**config.mk**
```make
export PLATFORM = sky130hd
export DESIGN_NAME = file_transfer_receiver_fsm_flat
export DESIGN_NICKNAME = d
export VERILOG_FILES = /design/src/rtl/ftr_pkg.sv /design/src/rtl/ftr_in_if.sv /design/src/rtl/ftr_out_if.sv /design/src/rtl/ftr_core.sv /design/src/rtl/file_transfer_receiver_fsm.sv /design/src/flat_wrapper.sv
export SDC_FILE = /design/constraint.sdc
export NUM_CORES = 1
export LEC_CHECK = 0
export ABC_AREA = 1
export BUFFER_PORTS_ARGS = -buffer_cell sky130_fd_sc_hd__buf_2
export CORE_ASPECT_RATIO = 1.75
export CORE_MARGIN = 1
export CORE_UTILIZATION = 58
export DETAILED_ROUTE_END_ITERATION = 12
export PLACE_DENSITY = 0.9
export SYNTH_ARGS = -nofsm -noshare
export SYNTH_HDL_FRONTEND = slang
export SYNTH_SLANG_ARGS = --single-unit
```
**constraint.sdc**
```tcl
create_clock -name clk -period 6.07 [get_ports clk]
set_input_delay 0.607 -clock clk [delete_from_list [all_inputs] [get_ports clk]]
set_output_delay 0.607 -clock clk [all_outputs]
set_load 0.01 [all_outputs]
```
**src/rtl/ftr_pkg.sv**
```systemverilog
// ----------------------------------------------------------------------------
// ftr_pkg
// Types and codes shared by the file-transfer receiver modules.
// ----------------------------------------------------------------------------
package ftr_pkg;

	// Receiver phase.
	typedef enum logic [2:0] {
		PH_WAITING   = 3'd0,
		PH_CONNECTED = 3'd1,
		PH_OFFERED   = 3'd2,
		PH_RECEIVING = 3'd3,
		PH_DONE      = 3'd4,
		PH_ERROR     = 3'd5
	} phase_t;

	// Error raised by one event.
	typedef enum logic [3:0] {
		ERR_NONE        = 4'd0,
		ERR_TXN_CLASH   = 4'd1,
		ERR_OFFER_PHASE = 4'd2,
		ERR_VERSION     = 4'd3,
		ERR_OPEN        = 4'd4,
		ERR_CHUNK_PHASE = 4'd5,
		ERR_OFFSET      = 4'd6,
		ERR_WRITE       = 4'd7,
		ERR_OVERRUN     = 4'd8,
		ERR_CLOSE       = 4'd9
	} err_t;

	// Event kinds.
	typedef enum logic [1:0] {
		FN_CONNECT = 2'd0,
		FN_DROP    = 2'd1,
		FN_MESSAGE = 2'd2,
		FN_RESTART = 2'd3
	} func_t;

	localparam logic [7:0]  MSG_OFFER     = 8'd0;
	localparam logic [7:0]  MSG_CHUNK     = 8'd2;
	localparam logic [15:0] PROTO_VERSION = 16'd1;

	// One input event.
	typedef struct packed {
		logic [1:0]  func;
		logic [7:0]  msg_type;
		logic [31:0] txn_id;
		logic [15:0] proto_version;
		logic [31:0] file_length;
		logic [31:0] chunk_offset;
		logic [15:0] payload_len;
		logic        store_ok;
		logic        close_ok;
	} ftr_item_t;

	// One result of an event.
	typedef struct packed {
		phase_t      phase;
		logic        ack_valid;
		logic [31:0] ack_txn;
		err_t        error_code;
		logic        start_advertise;
		logic        drop_link;
		logic [31:0] bytes_received;
	} ftr_result_t;

endpackage

```
**src/rtl/ftr_in_if.sv**
```systemverilog
// ----------------------------------------------------------------------------
// ftr_in_if
// Event channel into the file-transfer receiver: valid, ready and payload.
// ----------------------------------------------------------------------------
interface ftr_in_if;
	logic        valid;
	logic        ready;
	logic [1:0]  func;
	logic [7:0]  msg_type;
	logic [31:0] txn_id;
	logic [15:0] proto_version;
	logic [31:0] file_length;
	logic [31:0] chunk_offset;
	logic [15:0] payload_len;
	logic        store_ok;
	logic        close_ok;

	modport source (
		output valid, func, msg_type, txn_id, proto_version, file_length,
		       chunk_offset, payload_len, store_ok, close_ok,
		input  ready
	);
	modport sink (
		input  valid, func, msg_type, txn_id, proto_version, file_length,
		       chunk_offset, payload_len, store_ok, close_ok,
		output ready
	);
endinterface

```
**src/rtl/ftr_out_if.sv**
```systemverilog
// ----------------------------------------------------------------------------
// ftr_out_if
// Result channel out of the file-transfer receiver: valid, ready and payload.
// ----------------------------------------------------------------------------
interface ftr_out_if;
	logic        valid;
	logic        ready;
	logic [2:0]  phase;
	logic        ack_valid;
	logic [31:0] ack_txn;
	logic [3:0]  error_code;
	logic        start_advertise;
	logic        drop_link;
	logic [31:0] bytes_received;

	modport source (
		output valid, phase, ack_valid, ack_txn, error_code, start_advertise,
		       drop_link, bytes_received,
		input  ready
	);
	modport sink (
		input  valid, phase, ack_valid, ack_txn, error_code, start_advertise,
		       drop_link, bytes_received,
		output ready
	);
endinterface

```
**src/rtl/ftr_core.sv**
```systemverilog
// ----------------------------------------------------------------------------
// ftr_core
// Protocol state of the receiver and the checks applied to one event.
// ----------------------------------------------------------------------------
module ftr_core #(
	parameter int COUNT_WIDTH = 32
) (
	input  logic                clk,
	input  logic                arst_n,
	input  logic                step,
	input  ftr_pkg::ftr_item_t  item,
	output ftr_pkg::ftr_result_t result
);
	import ftr_pkg::*;

	localparam int CMPW = (COUNT_WIDTH > 32) ? COUNT_WIDTH : 32;

	phase_t                 phase_q, phase_d, tgt;
	logic [31:0]            txn_q, txn_d;
	logic [COUNT_WIDTH-1:0] total_q, total_d;
	logic [COUNT_WIDTH-1:0] count_q, count_d;
	logic                   link_q, link_d;
	logic [COUNT_WIDTH:0]   sum;
	logic [CMPW-1:0]        count_ext;
	err_t                   err;
	logic                   adv, drop, ack;
	logic [31:0]            ack_txn;

	always_comb begin
		sum       = {1'b0, count_q} + (COUNT_WIDTH+1)'(item.payload_len);
		count_ext = CMPW'(count_q);
	end

	always_comb begin
		tgt     = phase_q;
		txn_d   = txn_q;
		total_d = total_q;
		count_d = count_q;
		link_d  = link_q;
		err     = ERR_NONE;
		ack     = 1'b0;
		ack_txn = '0;
		adv     = 1'b0;
		drop    = 1'b0;

		case (func_t'(item.func))
			FN_CONNECT: begin
				link_d = 1'b1;
				if (phase_q != PH_ERROR) tgt = PH_CONNECTED;
			end
			FN_DROP: begin
				link_d = 1'b0;
				if (phase_q != PH_ERROR) tgt = PH_WAITING;
			end
			FN_RESTART: begin
				if (phase_q == PH_ERROR) tgt = PH_WAITING;
			end
			FN_MESSAGE: begin
				if (phase_q != PH_ERROR) begin
					if (txn_q != '0 && txn_q != item.txn_id) begin
						err = ERR_TXN_CLASH;
					end else if (item.msg_type == MSG_OFFER) begin
						if (phase_q != PH_CONNECTED) begin
							err = ERR_OFFER_PHASE;
						end else if (item.proto_version != PROTO_VERSION) begin
							err = ERR_VERSION;
						end else begin
							total_d = COUNT_WIDTH'(item.file_length);
							if (!item.store_ok) begin
								err = ERR_OPEN;
							end else begin
								txn_d   = item.txn_id;
								tgt     = PH_OFFERED;
								ack     = 1'b1;
								ack_txn = item.txn_id;
							end
						end
					end else if (item.msg_type == MSG_CHUNK) begin
						if (phase_q != PH_OFFERED && phase_q != PH_RECEIVING) begin
							err = ERR_CHUNK_PHASE;
						end else if (CMPW'(item.chunk_offset) != count_ext) begin
							err = ERR_OFFSET;
						end else if (!item.store_ok) begin
							err = ERR_WRITE;
						end else if (sum[COUNT_WIDTH]) begin
							// The sum no longer fits: saturate and flag overrun.
							count_d = '1;
							err     = ERR_OVERRUN;
						end else begin
							count_d = sum[COUNT_WIDTH-1:0];
							if (sum[COUNT_WIDTH-1:0] > total_q) begin
								err = ERR_OVERRUN;
							end else if (sum[COUNT_WIDTH-1:0] == total_q) begin
								if (!item.close_ok) err = ERR_CLOSE;
								else tgt = PH_DONE;
							end else begin
								tgt = PH_RECEIVING;
							end
						end
					end
				end
			end
			default: ;
		endcase

		if (err != ERR_NONE) tgt = PH_ERROR;

		// Side effects of a phase change; staying put changes nothing.
		if (tgt != phase_q) begin
			case (tgt)
				PH_WAITING: begin
					adv   = 1'b1;
					txn_d = '0;
				end
				PH_OFFERED: count_d = '0;
				PH_ERROR:   drop = link_q;
				default: ;
			endcase
		end
		phase_d = tgt;
	end

	always_ff @(posedge clk or negedge arst_n) begin
		if (!arst_n) begin
			phase_q <= PH_WAITING;
			txn_q   <= '0;
			total_q <= '0;
			count_q <= '0;
			link_q  <= 1'b0;
		end else if (step) begin
			phase_q <= phase_d;
			txn_q   <= txn_d;
			total_q <= total_d;
			count_q <= count_d;
			link_q  <= link_d;
		end
	end

	logic [CMPW-1:0] count_out;
	always_comb begin
		count_out                = CMPW'(count_d);
		result.phase             = phase_d;
		result.ack_valid         = ack;
		result.ack_txn           = ack_txn;
		result.error_code        = err;
		result.start_advertise   = adv;
		result.drop_link         = drop;
		result.bytes_received    = count_out[31:0];
	end

endmodule

```
**src/rtl/file_transfer_receiver_fsm.sv**
```systemverilog
// ----------------------------------------------------------------------------
// file_transfer_receiver_fsm
// Receiver-side controller of a chunked file-transfer protocol.
// ----------------------------------------------------------------------------
// The block takes one event per transfer on req (link connected, link dropped,
// protocol message or user restart) and returns exactly one result per event
// on rsp, in order. An event is first captured in an input register; from
// there the protocol checks and the byte-count add are evaluated against the
// current state, and when the output register is free or being emptied the
// state is updated and the result is captured in the output register. The
// output register parts the two sides, so a new event is taken in every
// cycle as long as results are taken, giving a sustained rate of one event
// per clock. The rate is set by the single state update per event, which
// each following event depends on. The parameter COUNT_WIDTH (16 to 64) sets
// the width of the expected total and received count; bytes_received reports
// the low 32 bits of the count.
// Errors are sticky until a restart event, and error_code, start_advertise
// and drop_link are pulses that belong to the single result that raised them.
// ----------------------------------------------------------------------------
module file_transfer_receiver_fsm #(
	parameter int COUNT_WIDTH = 32
) (
	input  logic    clk,
	input  logic    arst_n,
	ftr_in_if.sink  req,
	ftr_out_if.source rsp
);
	import ftr_pkg::*;

	ftr_item_t   item_s1;
	logic        valid_s1;
	ftr_result_t res;
	ftr_result_t result_q;
	logic        out_valid_q;
	logic        advance;
	logic        take;

	// The staged event moves on whenever the output register is free or
	// being emptied in this cycle.
	assign advance = valid_s1 && (!out_valid_q || rsp.ready);
	assign req.ready = !valid_s1 || advance;
	assign take = req.valid && req.ready;

	always_ff @(posedge clk or negedge arst_n) begin
		if (!arst_n) begin
			valid_s1 <= 1'b0;
		end else if (take) begin
			valid_s1 <= 1'b1;
		end else if (advance) begin
			valid_s1 <= 1'b0;
		end
	end

	// Payload register, loaded on each accepted transfer.
	always_ff @(posedge clk) begin
		if (take) begin
			item_s1.func          <= req.func;
			item_s1.msg_type      <= req.msg_type;
			item_s1.txn_id        <= req.txn_id;
			item_s1.proto_version <= req.proto_version;
			item_s1.file_length   <= req.file_length;
			item_s1.chunk_offset  <= req.chunk_offset;
			item_s1.payload_len   <= req.payload_len;
			item_s1.store_ok      <= req.store_ok;
			item_s1.close_ok      <= req.close_ok;
		end
	end

	ftr_core #(
		.COUNT_WIDTH (COUNT_WIDTH)
	) u_core (
		.clk    (clk),
		.arst_n (arst_n),
		.step   (advance),
		.item   (item_s1),
		.result (res)
	);

	always_ff @(posedge clk or negedge arst_n) begin
		if (!arst_n) begin
			out_valid_q <= 1'b0;
		end else if (advance) begin
			out_valid_q <= 1'b1;
		end else if (rsp.ready) begin
			out_valid_q <= 1'b0;
		end
	end

	always_ff @(posedge clk) begin
		if (advance) begin
			result_q <= res;
		end
	end

	assign rsp.valid           = out_valid_q;
	assign rsp.phase           = result_q.phase;
	assign rsp.ack_valid       = result_q.ack_valid;
	assign rsp.ack_txn         = result_q.ack_txn;
	assign rsp.error_code      = result_q.error_code;
	assign rsp.start_advertise = result_q.start_advertise;
	assign rsp.drop_link       = result_q.drop_link;
	assign rsp.bytes_received  = result_q.bytes_received;

endmodule

```
**src/flat_wrapper.sv**
```systemverilog
// flat-port wrapper written by rule: the top's interface ports become plain ports
module file_transfer_receiver_fsm_flat import ftr_pkg::*;
#(
	parameter int COUNT_WIDTH = 32
)
  (clk, arst_n, req_valid, req_func, req_msg_type, req_txn_id, req_proto_version, req_file_length, req_chunk_offset, req_payload_len, req_store_ok, req_close_ok, req_ready, rsp_valid, rsp_phase, rsp_ack_valid, rsp_ack_txn, rsp_error_code, rsp_start_advertise, rsp_drop_link, rsp_bytes_received, rsp_ready);
  ftr_in_if req_i ();
  ftr_out_if rsp_i ();
  input  logic clk;
  input  logic arst_n;
  input wire logic [$bits(req_i.valid)-1:0] req_valid;
  input wire logic [$bits(req_i.func)-1:0] req_func;
  input wire logic [$bits(req_i.msg_type)-1:0] req_msg_type;
  input wire logic [$bits(req_i.txn_id)-1:0] req_txn_id;
  input wire logic [$bits(req_i.proto_version)-1:0] req_proto_version;
  input wire logic [$bits(req_i.file_length)-1:0] req_file_length;
  input wire logic [$bits(req_i.chunk_offset)-1:0] req_chunk_offset;
  input wire logic [$bits(req_i.payload_len)-1:0] req_payload_len;
  input wire logic [$bits(req_i.store_ok)-1:0] req_store_ok;
  input wire logic [$bits(req_i.close_ok)-1:0] req_close_ok;
  output wire logic [$bits(req_i.ready)-1:0] req_ready;
  output wire logic [$bits(rsp_i.valid)-1:0] rsp_valid;
  output wire logic [$bits(rsp_i.phase)-1:0] rsp_phase;
  output wire logic [$bits(rsp_i.ack_valid)-1:0] rsp_ack_valid;
  output wire logic [$bits(rsp_i.ack_txn)-1:0] rsp_ack_txn;
  output wire logic [$bits(rsp_i.error_code)-1:0] rsp_error_code;
  output wire logic [$bits(rsp_i.start_advertise)-1:0] rsp_start_advertise;
  output wire logic [$bits(rsp_i.drop_link)-1:0] rsp_drop_link;
  output wire logic [$bits(rsp_i.bytes_received)-1:0] rsp_bytes_received;
  input wire logic [$bits(rsp_i.ready)-1:0] rsp_ready;
  assign req_i.valid = req_valid;
  assign req_i.func = req_func;
  assign req_i.msg_type = req_msg_type;
  assign req_i.txn_id = req_txn_id;
  assign req_i.proto_version = req_proto_version;
  assign req_i.file_length = req_file_length;
  assign req_i.chunk_offset = req_chunk_offset;
  assign req_i.payload_len = req_payload_len;
  assign req_i.store_ok = req_store_ok;
  assign req_i.close_ok = req_close_ok;
  assign req_ready = req_i.ready;
  assign rsp_valid = rsp_i.valid;
  assign rsp_phase = rsp_i.phase;
  assign rsp_ack_valid = rsp_i.ack_valid;
  assign rsp_ack_txn = rsp_i.ack_txn;
  assign rsp_error_code = rsp_i.error_code;
  assign rsp_start_advertise = rsp_i.start_advertise;
  assign rsp_drop_link = rsp_i.drop_link;
  assign rsp_bytes_received = rsp_i.bytes_received;
  assign rsp_i.ready = rsp_ready;
  file_transfer_receiver_fsm #(.COUNT_WIDTH(COUNT_WIDTH)) u_core (.clk(clk), .arst_n(arst_n), .req(req_i), .rsp(rsp_i));
endmodule
```
==> metrics.yaml <==
final.min_clock_period_ns: 5.55
dp_hpwl_microns: 29700
tritoncts.num_buffers: 28
initialDrtViolationCount: 810
rsz0062_at_grt: "no"
final_nets: 2039
row_count: 79
max_slew_margin: 0.256
startpoint: "u_core.u_core.count_ext[2]"
worst_path_largest_cell_delay_ns: 0.44
synthesis.instances: 1629
worstSetupStartpointType: "register"
layoutNonFillerInstCount: 2194
timing.critical_path.slowest_stage_cell: "o21ai_0"
actual_slew_at_the_worst_max_slew_pin_ns: 1.12
placed_cells_incl_taps: 2140
cts_setup_buffers: 0
power_density_cells_nw_per_um2: 342
clock-skew-final_ns: 0.0148
clk-insertion-delay-late_ns: 0.57
numClockSinks: 316
area_growth_syn_to_layout_pct: 15.2
die_h_microns: 219
track_usage: 0.306
arrival_ns: 6.06
drive_gt1_frac: 0.214
power.static_leakage_nw: 8.47
ant_nets: 0
place.gp.congestion: 1.02
drt_pre_antenna_iters: 5
place_area_sq_um: 17000
first_global_vias: 12400
detailedPlace.worstSlack_ns: 0.543
route.detailed.wl_per_inst_microns: 18.9
timing.reg2reg.worst_path_depth: 33
grt_start_max_net_pins: 91
worstPathRequired_ns: 6.57
post_synth_instance_area_sq_um: 15600
worst_slack_ns: 0.516
core-area_sq_um: 26500
timing.critical_path.fanout_max: 22
synth_seq_area_share: 0.574
viasPerCell: 5.55
hold_viol: 0
r2r_slack_ns: 0.52
worstHoldPathType: "in2async"
maxSlewViolCount: 0
syn_avg_cell_area_sq_um: 9.59
dominant_register_cell_in_the_synthesized_netlist: "edfxtp_1"
cts-root-to-sink-buffers: 3
yosys_warnings: 0
run_status: "complete, no violations"
post-route-cell-area_sq_um: 18000
count_of_instances_resized_after_the_clock_tree_is_built: 0
grt_remaining_overflow: 0
setup.worst_path.end_class: "register"
path_clk_slew_ns: 0.07
cts_tree: "yes"
max_freq_ghz: 0.180
synth_fp_nets: 1822
timing.rr.end: "u_core.u_core.txn_q[25]"
worst_r2r_startpoint: "u_core.u_core.count_ext[2]"
post_route_drc_violation_count: 0
deepest_level_of_the_cts_h_tree: 1
cts_root_buf: "clkbuf_16"
drv_cap: 0
numPortBuffers: 219
synthArstFlopShare: 0.323
setup_violations: 0
vdd.ir_drop.worst_mv: 0.278
synth_enable_flop_cells: 214
period_share: 0.915
wl_microns: 41500
cp_common_cell: "nand2_1"
floorplan.io_pins: 220
wire_length_of_the_first_global_routing_pass_microns: 63600
start_util: 0.590
ys_types: 50
fp.dieArea_sq_um: 27600
ctsHoldBuffers: 0
routed-via-count: 12200
yosys_register_bits: 316
fp.dieW_microns: 126
antenna_found_initial: 3
critPathKind: "reg2reg"
setup_tns_ns: 0
flip-flops by register name (all words and copies together), names as in the netlist:
signal and cells:
u_core.rsp.phase 3, u_core.item_s1 140, u_core.rsp.error_code 4, u_core.u_core.phase_q 3, u_core.rsp.drop_link 1, u_core.rsp.start_advertise 1, u_core.rsp.bytes_received 32, u_core.u_core.link_q 1
u_core.valid_s1 1, u_core.rsp.ack_valid 1, u_core.rsp.ack_txn 32, u_core.u_core.count_ext 32, u_core.u_core.txn_q 32, u_core.rsp.valid 1, u_core.u_core.total_q 32
synthesized netlist by cell type (4+ instances only):
cell type | instances | area share
nor3_2 | 5 | 0.0032
xnor2_1 | 49 | 0.027
clkbuf_1 | 28 | 0.0067
nand4_1 | 23 | 0.0092
xor2_1 | 33 | 0.018
a21oi_1 | 102 | 0.033
clkinv_1 | 4 | 0.00096
o22ai_1 | 22 | 0.0088
ha_1 | 48 | 0.038
nor4_1 | 12 | 0.0048
nand2_2 | 66 | 0.026
edfxtp_1 | 214 | 0.41
inv_1 | 182 | 0.044
nor2_2 | 11 | 0.0044
o21ai_0 | 47 | 0.015
inv_2 | 18 | 0.0043
nand2_1 | 362 | 0.087
dfrtp_1 | 102 | 0.16
nor3_1 | 6 | 0.0019
nand3_1 | 28 | 0.0090
buf_2 | 7 | 0.0022
nor2_1 | 206 | 0.049
a221oi_1 | 4 | 0.0022
critical path: cells and delay by family, from the launching register on:
kind / cells / cell delay [ns]
compound gates: 6 / 1.55
buf+inv: 2 / 0.37
simple gates: 22 / 2.17
flops: 1 / 0.42
fa+ha+maj: 2 / 0.67
xor+xnor: 1 / 0.30
cells in the final DEF (no fill, tap or decap), drive strengths merged, types with 11 or more instances in the layout:
master	netlist	final
nor3	11	11
dfrtp	102	102
nand2	431	431
ha	48	48
nand4	24	24
nor4	12	12
buf	13	228
o22ai	22	22
o21ai	51	51
xnor2	49	49
edfxtp	214	214
a21oi	105	105
clkbuf	28	31
nor2	220	220
xor2	33	33
inv	200	204
nand3	32	32
clkinv	6	15
area by class of cell:
type / count / area, sq um
clock inverters: 21 / 267
flip-flops and latches: 316 / 8980
inverters: 206 / 783
diodes: 2 / 5.00
clock buffers: 31 / 733
multi-input cells: 1066 / 5660
fillers: 2021 / 8490
well taps: 324 / 405
repair buffers: 228 / 1170
through the flow:
stage                     total power, mW  hold slack, ns   util
after floorplan                      3.76           0.311      -
after global placement               4.17           0.469  0.642
after detailed placement             4.21           0.478  0.642
after CTS                            6.16          0.0312  0.679
after global routing                 6.42          0.0652  0.680
final                                6.16          0.0326  0.680
report_power, final:
| group | total [mW] | leakage, nW | internal [mW] | switching, mW |
|---|---|---|---|---|
| combinational | 1.41 | 4.64 | 0.470 | 0.939 |
| clock | 1.95 | 0.488 | 1.13 | 0.822 |
| sequential | 2.80 | 3.34 | 2.60 | 0.199 |
| total | 6.16 | 8.47 | 4.20 | 1.96 |
how the worst max path moves through the flow:
| stage | end | slack (ns) | depth (start not counted) |
|---|---|---|---|
| floorplan | u_core.rsp.start_advertise | 1.81 | 32 |
| detailed placement | u_core.u_core.txn_q[25] | 0.54 | 33 |
| global route | u_core.u_core.txn_q[16] | 0.02 | 31 |
| finish | u_core.u_core.txn_q[25] | 0.52 | 33 |
| CTS | u_core.u_core.txn_q[25] | 0.50 | 33 |
| global placement | u_core.u_core.txn_q[27] | 0.55 | 33 |
kinds of logic after synthesis:
family,synth area share
fa+ha+maj,0.0397
xor+xnor,0.0460
compound gates,0.0683
buf+inv,0.0636
mux,0.000720
simple gates,0.207
flops,0.574
layer usage:
layer	part of all wire	global-route usage
met5	0.00027	0
met4	0.073	0.234
met3	0.046	0.0368
met2	0.55	0.574
met1	0.33	0.306
No activity file was read; power rests on OpenSTA's default activity.
